**config.mk**
```make
export PLATFORM = sky130hd
export DESIGN_NAME = dct_tally
export DESIGN_NICKNAME = d
export VERILOG_FILES = /design/src/rtl/dct_pkg.sv /design/src/rtl/dct_tally.sv
export SDC_FILE = /design/constraint.sdc
export NUM_CORES = 1
export LEC_CHECK = 0
export ABC_AREA = 1
export BUFFER_PORTS_ARGS = -buffer_cell sky130_fd_sc_hd__clkbuf_2
export CORE_MARGIN = 1.5
export CORE_UTILIZATION = 54
export DETAILED_ROUTE_END_ITERATION = 8
export HOLD_SLACK_MARGIN = 0.03
export PLACE_DENSITY = 0.79
export SLEW_MARGIN = 20
export SYNTH_ARGS = -nofsm -noshare
export SYNTH_HDL_FRONTEND = slang
export SYNTH_SLANG_ARGS = --single-unit
export TNS_END_PERCENT = 30
```
**constraint.sdc**
```tcl
create_clock -name clock -period 1.77 [get_ports clock]
set_clock_uncertainty 0.05 [all_clocks]
set_input_delay 0.354 -clock clock [delete_from_list [all_inputs] [get_ports clock]]
set_output_delay 0.354 -clock clock [all_outputs]
set_load 0.05 [all_outputs]
```
**src/rtl/dct_pkg.sv**
```systemverilog
// shared constants, action codes and types for the connectivity tracker
// no dependencies; used by the tracker top level, the tally unit and the bench
package dct_pkg;

   localparam int NODE_W             = 10;
   localparam int NODE_SPAN          = 1 << NODE_W;
   localparam int NODE_SLOTS_DEFAULT = 1024;
   localparam int TALLY_W            = 16;
   localparam int RED_K_W            = $clog2(NODE_W);

   localparam logic [NODE_W-1:0]  NODE_COUNT_RESET = NODE_W'(1023);
   localparam logic [TALLY_W-1:0] TALLY_MAX        = '1;

   localparam logic [1:0] ACT_CLEAR   = 2'd0;
   localparam logic [1:0] ACT_CONNECT = 2'd1;
   localparam logic [1:0] ACT_QUERY   = 2'd2;

   typedef struct packed {
      logic clr;
      logic inc_success;
      logic inc_failure;
   } tally_cmd_type;

   // highest shift k with slots << k still inside the node number range
   function automatic int red_top(int slots);
      int k;
      k = 0;
      for (int i = 0; i < NODE_W; i++) begin
         if ((slots << i) < NODE_SPAN) begin
            k = i;
         end
      end
      return k;
   endfunction

endpackage

```
**src/rtl/dct_tally.sv**
```systemverilog
// saturating success and failure tallies of the connectivity tracker
// depends on dct_pkg for widths and the command struct
module dct_tally (
   input  logic                         clock,
   input  logic                         reset,
   input  dct_pkg::tally_cmd_type       cmd,
   output logic [dct_pkg::TALLY_W-1:0]  success_total,
   output logic [dct_pkg::TALLY_W-1:0]  failure_total
);

   logic [dct_pkg::TALLY_W-1:0] success_ff, success_in;
   logic [dct_pkg::TALLY_W-1:0] failure_ff, failure_in;

   always_comb begin
      success_in = success_ff;
      failure_in = failure_ff;
      if (cmd.clr) begin
         success_in = '0;
         failure_in = '0;
      end else begin
         if (cmd.inc_success && success_ff != dct_pkg::TALLY_MAX) begin
            success_in = success_ff + 1'b1;
         end
         if (cmd.inc_failure && failure_ff != dct_pkg::TALLY_MAX) begin
            failure_in = failure_ff + 1'b1;
         end
      end
   end

   always_ff @(posedge clock) begin
      if (reset) begin
         success_ff <= '0;
         failure_ff <= '0;
      end else begin
         success_ff <= success_in;
         failure_ff <= failure_in;
      end
   end

   assign success_total = success_ff;
   assign failure_total = failure_ff;

endmodule

```
==> results of run 1 <==
-- cell usage in the layout (no fill, tap or decap), types with 5 or more instances in the layout --
| master | count |
|---|---|
| nand2_1 | 82 |
| dfxtp_1 | 32 |
| inv_1 | 22 |
| a21oi_1 | 21 |
| nor2_1 | 77 |
| nor2_4 | 5 |
| nand3_1 | 28 |
| clkbuf_4 | 5 |
| nand2_2 | 5 |
| nor2_2 | 7 |
| clkbuf_2 | 36 |
-- final cells by class --
class                      instances  area share
timing repair buffer              39      0.0953
sequential                        32       0.301
clock buffer                       8      0.0276
inverter                          23      0.0406
multi-input combinational        235       0.508
tap                               46      0.0271
-- critical path: stages, from the launching register on --
cell and delay [ps]:
dfxtp_1 410, ha_1 190, inv_1 50, nor2_2 170, nand4_4 310, a21oi_1 240, nor2_1 60
-- stage by stage --
stage / utilization / setup WS, ps / power, W
6_report: 0.642 / 178 / 0.00124
5_1_grt: 0.642 / 16.4 / 0.00129
4_1_cts: 0.642 / 186 / 0.00126
3_5_place_dp: 0.625 / 205 / 0.000817
3_3_place_gp: 0.625 / 295 / 0.000815
2_1_floorplan: - / 5.15 / 0.000800
-- power groups by stage --
stage | Sequential [W] | Clock [W] | Combinational (W)
2_1_floorplan | 0.000759 | 0 | 0.0000408
3_3_place_gp | 0.000745 | 0 | 0.0000702
6_report | 0.000728 | 0.000445 | 0.0000710
5_1_grt | 0.000730 | 0.000484 | 0.0000801
3_5_place_dp | 0.000745 | 0 | 0.0000718
4_1_cts | 0.000729 | 0.000455 | 0.0000720
-- per-layer routing --
metal  vias to the layer above  wire (um)  GRT usage
met2                        37       1820      0.353
met1                       826       1920      0.304
met3                         2        173     0.0777
met4                         0          9     0.0547
li1                       1017          -          -
met5                         -          0          0
-- registers in the layout (all words and copies together), names as in the netlist --
name	flops
failure_total	16
success_total	16
-- worst max-delay path by stage --
stage                        endpoint  slack [ps]  depth (start not counted)
floorplan           failure_total[10]           5                          7
global placement    success_total[14]         300                          6
detailed placement  success_total[14]         200                          6
CTS                 success_total[14]         190                          6
global route         success_total[8]          20                          6
finish              success_total[14]         180                          6
-- cell families (layout without fill, tap and decap cells) --
kind of cell,Yosys count,count (layout),synth area share
simple gates,211,211,0.507
flops,32,32,0.345
buf+inv,29,70,0.0729
compound gates,22,22,0.0607
fa+ha+maj,2,2,0.0135
==> results.sh, run 1 <==
export IMPL_status="finished clean"
export IMPL_worstSetupStartpoint="success_total[0]"
export IMPL_cts_htree_levels=2
export IMPL_cell_internal_pwr_w=0.000941
export IMPL_ys_top_cells_by_count="82 x nand2_1, 78 x nor2_1, 32 x dfxtp_1"
export IMPL_post_synth_inst_count=296
export IMPL_drc_errors=0
export IMPL_synth_warnings=0
export IMPL_pin_count_of_the_biggest_net_entering_global_routing=33
export IMPL_yosys_cell_count_top_type="nand2_1"
export IMPL_rows=21
export IMPL_timing_reg2reg_setup_slack_ps=180
export IMPL_switching_share=0.243
export IMPL_slew_viol_final=0
export IMPL_drt_initial_drc_count=52
export IMPL_asyncSetResetFlopFracSynth=0
export IMPL_initial_core_util=0.560
export IMPL_cp_data_required_time_ps=1950
export IMPL_hold_path_startpoint="cmd[0]"
export IMPL_clk_pin_slew_ps=100
export IMPL_hold_worst_slack_ps=339
export IMPL_r2r_end="success_total[14]"
export IMPL_placedCellCount=375
export IMPL_unrepaired_setup_endpoints_after_global_routing="false"
export IMPL_timing_hold_violations_final=0
export IMPL_wl_per_cell_um=10.2
export IMPL_critical_path_reg2reg_startpoint="success_total[0]"
export IMPL_hold_path_end="failure_total[2]"
export IMPL_final_sum_of_negative_setup_slack_ps=0
export IMPL_die_area_um2=3790
export IMPL_routability_cong=0.823
export IMPL_width_of_the_die_um=61.6
export IMPL_numPortBuffers=36
export IMPL_vias_per_instance=4.91
export IMPL_gr_usage_all_layers=0.227
export IMPL_synth_area_leader_cell="dfxtp_1"
export IMPL_cap_viol_max_count=0
export IMPL_synth_ff_latch_count=32
export IMPL_place_area_um2=2070
export IMPL_synthesis_area_um2=1850
export IMPL_synth_seq_area_share=0.345
export IMPL_final_cycle_share=0.899
export IMPL_achievable_frequency_mhz=628
export IMPL_wirelength_mm=3.92
export IMPL_final_min_clock_period_ps=1590
export IMPL_worstRegToRegCells=6
export IMPL_n_antenna_cell=0
export IMPL_syn_to_final_growth_pct=14.7
export IMPL_length_of_the_first_detailed_routing_pass_in_iterations=4
export IMPL_io_pins=37
export IMPL_grt_ovfl_total=0
export IMPL_postCtsHoldBufs=0
export IMPL_critical_path_arrival_ps=1770
export IMPL_min_path_cells=5
export IMPL_post_synth_num_cell_types=20
export IMPL_cp_max_fo=22
export IMPL_vias_post_dr=1882
export IMPL_clock_sinks=32
export IMPL_grt_pass1_vias=1550
export IMPL_path_class="reg2reg"
export IMPL_post_layout_nonfiller_instances=383
export IMPL_post_cts_setup_buffers=0
export IMPL_yosys_area_top_type_share=0.345
export IMPL_multi_input_area_um2=1080
export IMPL_initial_antenna_violation_count=0
export IMPL_drtAntennaViolNets=0
export IMPL_clkPwrFrac=0.357
export IMPL_p_leak_nw=0.836
export IMPL_stdcell_area_um2=2130
export IMPL_switchingPower_w=0.000303
export IMPL_synth_net_count=303
export IMPL_ir_worst_vdd_mv=0.400
export IMPL_crit_path_end_kind="flip-flop"
export IMPL_hp_class="in2reg"
export IMPL_die_h_um=61.6
export IMPL_pwr_cell_area_nw_per_um2=585
export IMPL_sequentialPowerShare=0.585
export IMPL_crit_path_start_kind="flip-flop"
export IMPL_clock_latency_ps=330
export IMPL_cts_buffers_inserted=5
export IMPL_tightestPinTransition_ps=335
export IMPL_power_combinational_fraction=0.057
export IMPL_area_taken_by_flip_flops_and_latches_um2=641
export IMPL_post_cts_resized_instances=0
export IMPL_area_inside_the_core_boundary_um2=3310
export IMPL_synthesized_area_per_cell_um2=6.26
export IMPL_place_hpwl_mm=2.92
export IMPL_ys_flop_type="dfxtp_1"
export IMPL_num_nets_final=343
export IMPL_n_fill_cell=346
export IMPL_report_final_setup_viol=0
export IMPL_clock_tree_buffer_depth=2
export IMPL_post_synth_main_area_contributors="dfxtp_1 35%, nand2_1 17%, nor2_1 16%"
export IMPL_drive_gt1_frac=0.196
export IMPL_tritoncts="built"
export IMPL_synth_edff_count=0
export IMPL_grt_pass1_wl_mm=6.51
export IMPL_timing_slew_headroom=0.777
export IMPL_cts_root_buf="clkbuf_4"
No activity file was read; power rests on OpenSTA's default activity.
==> inputs of run 2 (changes only) <==
==> constraint.sdc (replaced) <==
create_clock -name clock -period 1.77 [get_ports clock]
set_clock_uncertainty 0.05 [all_clocks]
set_input_delay 0.177 -clock clock [delete_from_list [all_inputs] [get_ports clock]]
set_output_delay 0.177 -clock clock [all_outputs]
set_load 0.05 [all_outputs]
==> run 2 against run 1 <==
  * Design area is 0.65% higher
  * Cell count stayed put
  * Highest routed layer unchanged
  * Register-to-register slack better by 50 ps
  * Sequential cell count stayed put
  * Setup slack better by 47 ps
  * Maximum frequency is 3.0% higher
  * Worst hold slack worse by 170 ps
  * Via count is 1.8% higher
==> results.sh, run 2 (same netlist as run 1, synthesis figures left out) <==
export IMPL_numPortBuffers=36
export IMPL_stdcell_area_um2=2140
export IMPL_width_of_the_die_um=61.6
export IMPL_drive_gt1_frac=0.202
export IMPL_worstRegToRegCells=6
export IMPL_cap_viol_max_count=0
export IMPL_gr_usage_all_layers=0.222
export IMPL_cp_max_fo=22
export IMPL_n_antenna_cell=0
export IMPL_timing_hold_violations_final=0
export IMPL_cts_buffers_inserted=5
export IMPL_vias_per_instance=5.00
export IMPL_tightestPinTransition_ps=348
export IMPL_place_area_um2=2080
export IMPL_num_nets_final=344
export IMPL_n_fill_cell=328
export IMPL_vias_post_dr=1915
export IMPL_cts_root_buf="clkbuf_4"
export IMPL_post_cts_setup_buffers=0
export IMPL_crit_path_start_kind="flip-flop"
export IMPL_preCtsSetupSlack_ps=244
export IMPL_area_inside_the_core_boundary_um2=3310
export IMPL_crit_path_end_kind="flip-flop"
export IMPL_drc_errors=0
export IMPL_placedCellCount=376
export IMPL_report_final_setup_viol=0
export IMPL_multi_input_area_um2=1080
export IMPL_tritoncts="built"
export IMPL_ir_worst_vdd_mv=0.403
export IMPL_cp_data_required_time_ps=1940
export IMPL_hold_path_end="failure_total[2]"
export IMPL_postCtsHoldBufs=0
export IMPL_clk_pin_slew_ps=100
export IMPL_timing_reg2reg_setup_slack_ps=230
export IMPL_most_common_layout_cells="82 x nand2_1, 77 x nor2_1, 36 x clkbuf_2, 32 x dfxtp_1, 28 x nand3_1"
export IMPL_p_total_w=0.00127
export IMPL_grt_pass1_vias=1475
export IMPL_rows=21
export IMPL_achievable_frequency_mhz=647
export IMPL_slew_viol_final=0
export IMPL_io_pins=37
export IMPL_routability_cong=0.852
export IMPL_length_of_the_first_detailed_routing_pass_in_iterations=4
export IMPL_path_class="reg2reg"
export IMPL_final_sum_of_negative_setup_slack_ps=0
export IMPL_die_area_um2=3790
export IMPL_final_cycle_share=0.873
export IMPL_pin_count_of_the_biggest_net_entering_global_routing=33
export IMPL_initial_core_util=0.560
export IMPL_hp_class="in2reg"
export IMPL_p_leak_nw=0.846
export IMPL_pwr_cell_area_nw_per_um2=592
export IMPL_post_layout_nonfiller_instances=383
export IMPL_unrepaired_setup_endpoints_after_global_routing="false"
export IMPL_layout_commonest_cell="nand2_1"
export IMPL_timing_slew_headroom=0.768
export IMPL_drt_initial_drc_count=119
export IMPL_final_min_clock_period_ps=1540
export IMPL_clock_sinks=32
export IMPL_grt_ovfl_total=0
export IMPL_clock_latency_ps=320
export IMPL_drtAntennaViolNets=0
export IMPL_hold_path_startpoint="cmd[0]"
export IMPL_wl_per_cell_um=10.2
export IMPL_status="finished clean"
export IMPL_critical_path_arrival_ps=1720
export IMPL_critical_path_reg2reg_startpoint="success_total[0]"
export IMPL_min_path_cells=5
export IMPL_clock_tree_buffer_depth=2
export IMPL_cts_htree_levels=2
export IMPL_finalWorstSetupSlack_ps=225
export IMPL_r2r_end="success_total[14]"
export IMPL_post_cts_resized_instances=0
export IMPL_initial_antenna_violation_count=0
export IMPL_wirelength_mm=3.90
export IMPL_area_taken_by_flip_flops_and_latches_um2=641
export IMPL_grt_pass1_wl_mm=6.27
export IMPL_die_h_um=61.6
export IMPL_place_hpwl_mm=2.88
export IMPL_syn_to_final_growth_pct=15.5
==> run 2: changes by cell type in the layout (fill, tap and decap cells not counted), sizes merged <==
cell / change
buf: +1
clkbuf: -1
==> run 2: metrics by stage <==
stage                      util  hold WS, ps
final                     0.647          168
after global routing      0.647          201
after CTS                 0.647          163
after detailed placement  0.627          472
after global placement    0.627          461
after floorplan               -          324
==> run 2: cell type report <==
type,count,share of cell area
clock buffers,7,0.0304
inverters,23,0.0403
multi-input cells,235,0.505
flip-flops and latches,32,0.299
well taps,46,0.0269
repair buffers,40,0.0982
==> run 2: critical path, stage by stage, from the launching register on <==
cell	delay, ps
dfxtp_1	410
ha_1	190
inv_1	50
nor2_2	160
nand4_4	290
a21oi_1	240
nor2_1	60
==> run 2: worst max-delay path by stage <==
stage | from | endpoint | slack (ps) | depth (start not counted)
floorplan | failure_total[0] | failure_total[10] | 5 | 7
global placement | success_total[0] | success_total[14] | 300 | 6
detailed placement | success_total[0] | success_total[14] | 240 | 6
CTS | success_total[0] | success_total[14] | 220 | 6
global route | success_total[0] | success_total[9] | 70 | 7
finish | success_total[0] | success_total[14] | 230 | 6
==> run 2: routing by layer <==
metal | vias to the layer above | GRT usage | routed length, um
li1 | 1020 | - | -
met1 | 837 | 0.308 | 1920
met2 | 51 | 0.340 | 1740
met3 | 7 | 0.0504 | 184
met4 | 0 | 0.0760 | 66
met5 | - | 0 | 0
==> run 2: power breakdown <==
group | switching (W) | internal (W)
registers | 0.00000454 | 0.000724
logic | 0.0000499 | 0.0000217
clock network | 0.000242 | 0.000225
==> inputs of run 3 (changes only) <==
Settings changed: GPL_TIMING_DRIVEN set to 0, PLACE_DENSITY 0.79 to unset, PLACE_DENSITY_LB_ADDON set to 0.12.
==> run 3 against run 2 <==
  * Non-clock buffer count rose by 2
  * Cell count unchanged
  * Critical path depth up 1
  * Clock power decreased by 22%
  * Combinational power is 1% higher
  * Critical path type unchanged
==> results.sh, run 3 (same netlist as run 1, synthesis figures left out) <==
export IMPL_status="finished clean"
export IMPL_unrepaired_setup_endpoints_after_global_routing="false"
export IMPL_r2r_end="success_total[2]"
export IMPL_switching_share=0.245
export IMPL_clock_tree_buffer_depth=2
export IMPL_rows=21
export IMPL_power_combinational_fraction=0.062
export IMPL_cp_data_required_time_ps=1950
export IMPL_width_of_the_die_um=61.6
export IMPL_clk_pin_slew_ps=90
export IMPL_initial_antenna_violation_count=0
export IMPL_placedCellCount=378
export IMPL_cell_internal_pwr_w=0.000879
export IMPL_wirelength_mm=4.01
export IMPL_routability_cong=0.861
export IMPL_n_fill_cell=341
export IMPL_drtAntennaViolNets=0
export IMPL_critical_path_reg2reg_startpoint="success_total[0]"
export IMPL_vias_post_dr=1879
export IMPL_achievable_frequency_mhz=645
export IMPL_cts_htree_levels=2
export IMPL_critical_path_arrival_ps=1730
export IMPL_clock_sinks=32
export IMPL_place_area_um2=2090
export IMPL_switchingPower_w=0.000285
export IMPL_report_final_setup_viol=0
export IMPL_pwr_cell_area_nw_per_um2=547
export IMPL_post_cts_resized_instances=0
export IMPL_grt_ovfl_total=0
export IMPL_stdcell_area_um2=2130
export IMPL_timing_slew_headroom=0.687
export IMPL_slew_viol_final=0
export IMPL_most_common_layout_cells="82 x nand2_1, 78 x nor2_1, 36 x clkbuf_2, 32 x dfxtp_1, 28 x nand3_1"
export IMPL_n_antenna_cell=0
export IMPL_final_sum_of_negative_setup_slack_ps=0
export IMPL_die_area_um2=3790
export IMPL_crit_path_start_kind="flip-flop"
export IMPL_numPortBuffers=36
export IMPL_gr_usage_all_layers=0.235
export IMPL_crit_path_end_kind="flip-flop"
export IMPL_hold_path_end="failure_total[12]"
export IMPL_area_inside_the_core_boundary_um2=3310
export IMPL_post_cts_setup_buffers=0
export IMPL_die_h_um=61.6
export IMPL_tightestPinTransition_ps=470
export IMPL_final_cycle_share=0.876
export IMPL_cap_viol_max_count=0
export IMPL_place_hpwl_mm=3.02
export IMPL_grt_pass1_vias=1533
export IMPL_worstRegToRegCells=7
export IMPL_postCtsHoldBufs=0
export IMPL_hp_class="in2reg"
export IMPL_wl_per_cell_um=10.5
export IMPL_grt_pass1_wl_mm=6.62
export IMPL_tritoncts="built"
export IMPL_hold_path_startpoint="reset"
export IMPL_drt_initial_drc_count=103
export IMPL_sequentialPowerShare=0.625
export IMPL_num_nets_final=346
export IMPL_cp_max_fo=10
export IMPL_drc_errors=0
export IMPL_path_class="reg2reg"
export IMPL_cts_buffers_inserted=5
export IMPL_pin_count_of_the_biggest_net_entering_global_routing=11
export IMPL_post_layout_nonfiller_instances=383
export IMPL_timing_hold_violations_final=0
export IMPL_length_of_the_first_detailed_routing_pass_in_iterations=4
export IMPL_vias_per_instance=4.91
export IMPL_drive_gt1_frac=0.193
export IMPL_cts_root_buf="clkbuf_4"
export IMPL_clock_latency_ps=330
export IMPL_timing_reg2reg_setup_slack_ps=220
export IMPL_final_min_clock_period_ps=1550
export IMPL_p_leak_nw=0.834
export IMPL_min_path_cells=4
export IMPL_ir_worst_vdd_mv=0.370
export IMPL_layout_commonest_cell="nand2_1"
export IMPL_syn_to_final_growth_pct=14.8
export IMPL_clkPwrFrac=0.312
export IMPL_initial_core_util=0.560
export IMPL_io_pins=37
==> run 3: routing by layer <==
layer,wire length (um),global-route usage,share of wire,vias to the layer above
met1,2110,0.329,0.53,807
met4,56,0.0821,0.014,0
met2,1670,0.347,0.42,44
met3,182,0.0630,0.045,6
met5,0,0,0,-
li1,-,-,-,1022
==> run 3: final cells by class <==
type	count	area, um^2	share of cell area
timing repair buffer	36	180	0.0846
sequential	32	641	0.301
buffer	6	48.8	0.0229
tap	46	57.6	0.0270
inverter	23	86.3	0.0405
clock buffer	5	37.5	0.0176
multi-input combinational	235	1080	0.506
==> run 3: worst max path at each step <==
stage	startpoint	endpoint	depth (start not counted)
3_3_place_gp	failure_total[0]	failure_total[10]	7
6_report	success_total[0]	success_total[2]	7
4_1_cts	failure_total[0]	failure_total[5]	7
3_5_place_dp	failure_total[0]	failure_total[5]	7
2_1_floorplan	failure_total[0]	failure_total[10]	7
5_1_grt	failure_total[0]	failure_total[14]	8
==> run 3: power groups by stage <==
| stage | logic, W | clock network (W) | registers [W] |
|---|---|---|---|
| after global routing | 0.0000827 | 0.000415 | 0.000729 |
| after global placement | 0.0000716 | 0 | 0.000745 |
| after floorplan | 0.0000408 | 0 | 0.000759 |
| after detailed placement | 0.0000730 | 0 | 0.000745 |
| final | 0.0000725 | 0.000363 | 0.000728 |
| after CTS | 0.0000731 | 0.000383 | 0.000728 |
==> run 3: stage by stage <==
step / worst slack (ps) / power (W) / hold slack [ps] / utilization
6_report: 220 / 0.00116 / 110 / 0.643
5_1_grt: 85.1 / 0.00123 / 120 / 0.643
4_1_cts: 231 / 0.00118 / 98.8 / 0.643
3_5_place_dp: 241 / 0.000818 / 458 / 0.632
3_3_place_gp: 280 / 0.000816 / 438 / 0.632
2_1_floorplan: 5.15 / 0.000800 / 324 / -
==> run 3: worst max-delay path, stage by stage, from the launching register on <==
cell and delay [ps]:
dfxtp_1 400, ha_1 190, inv_1 50, nor2_2 160
nand4_4 140, buf_2 220, a21oi_1 170, nor2_1 60
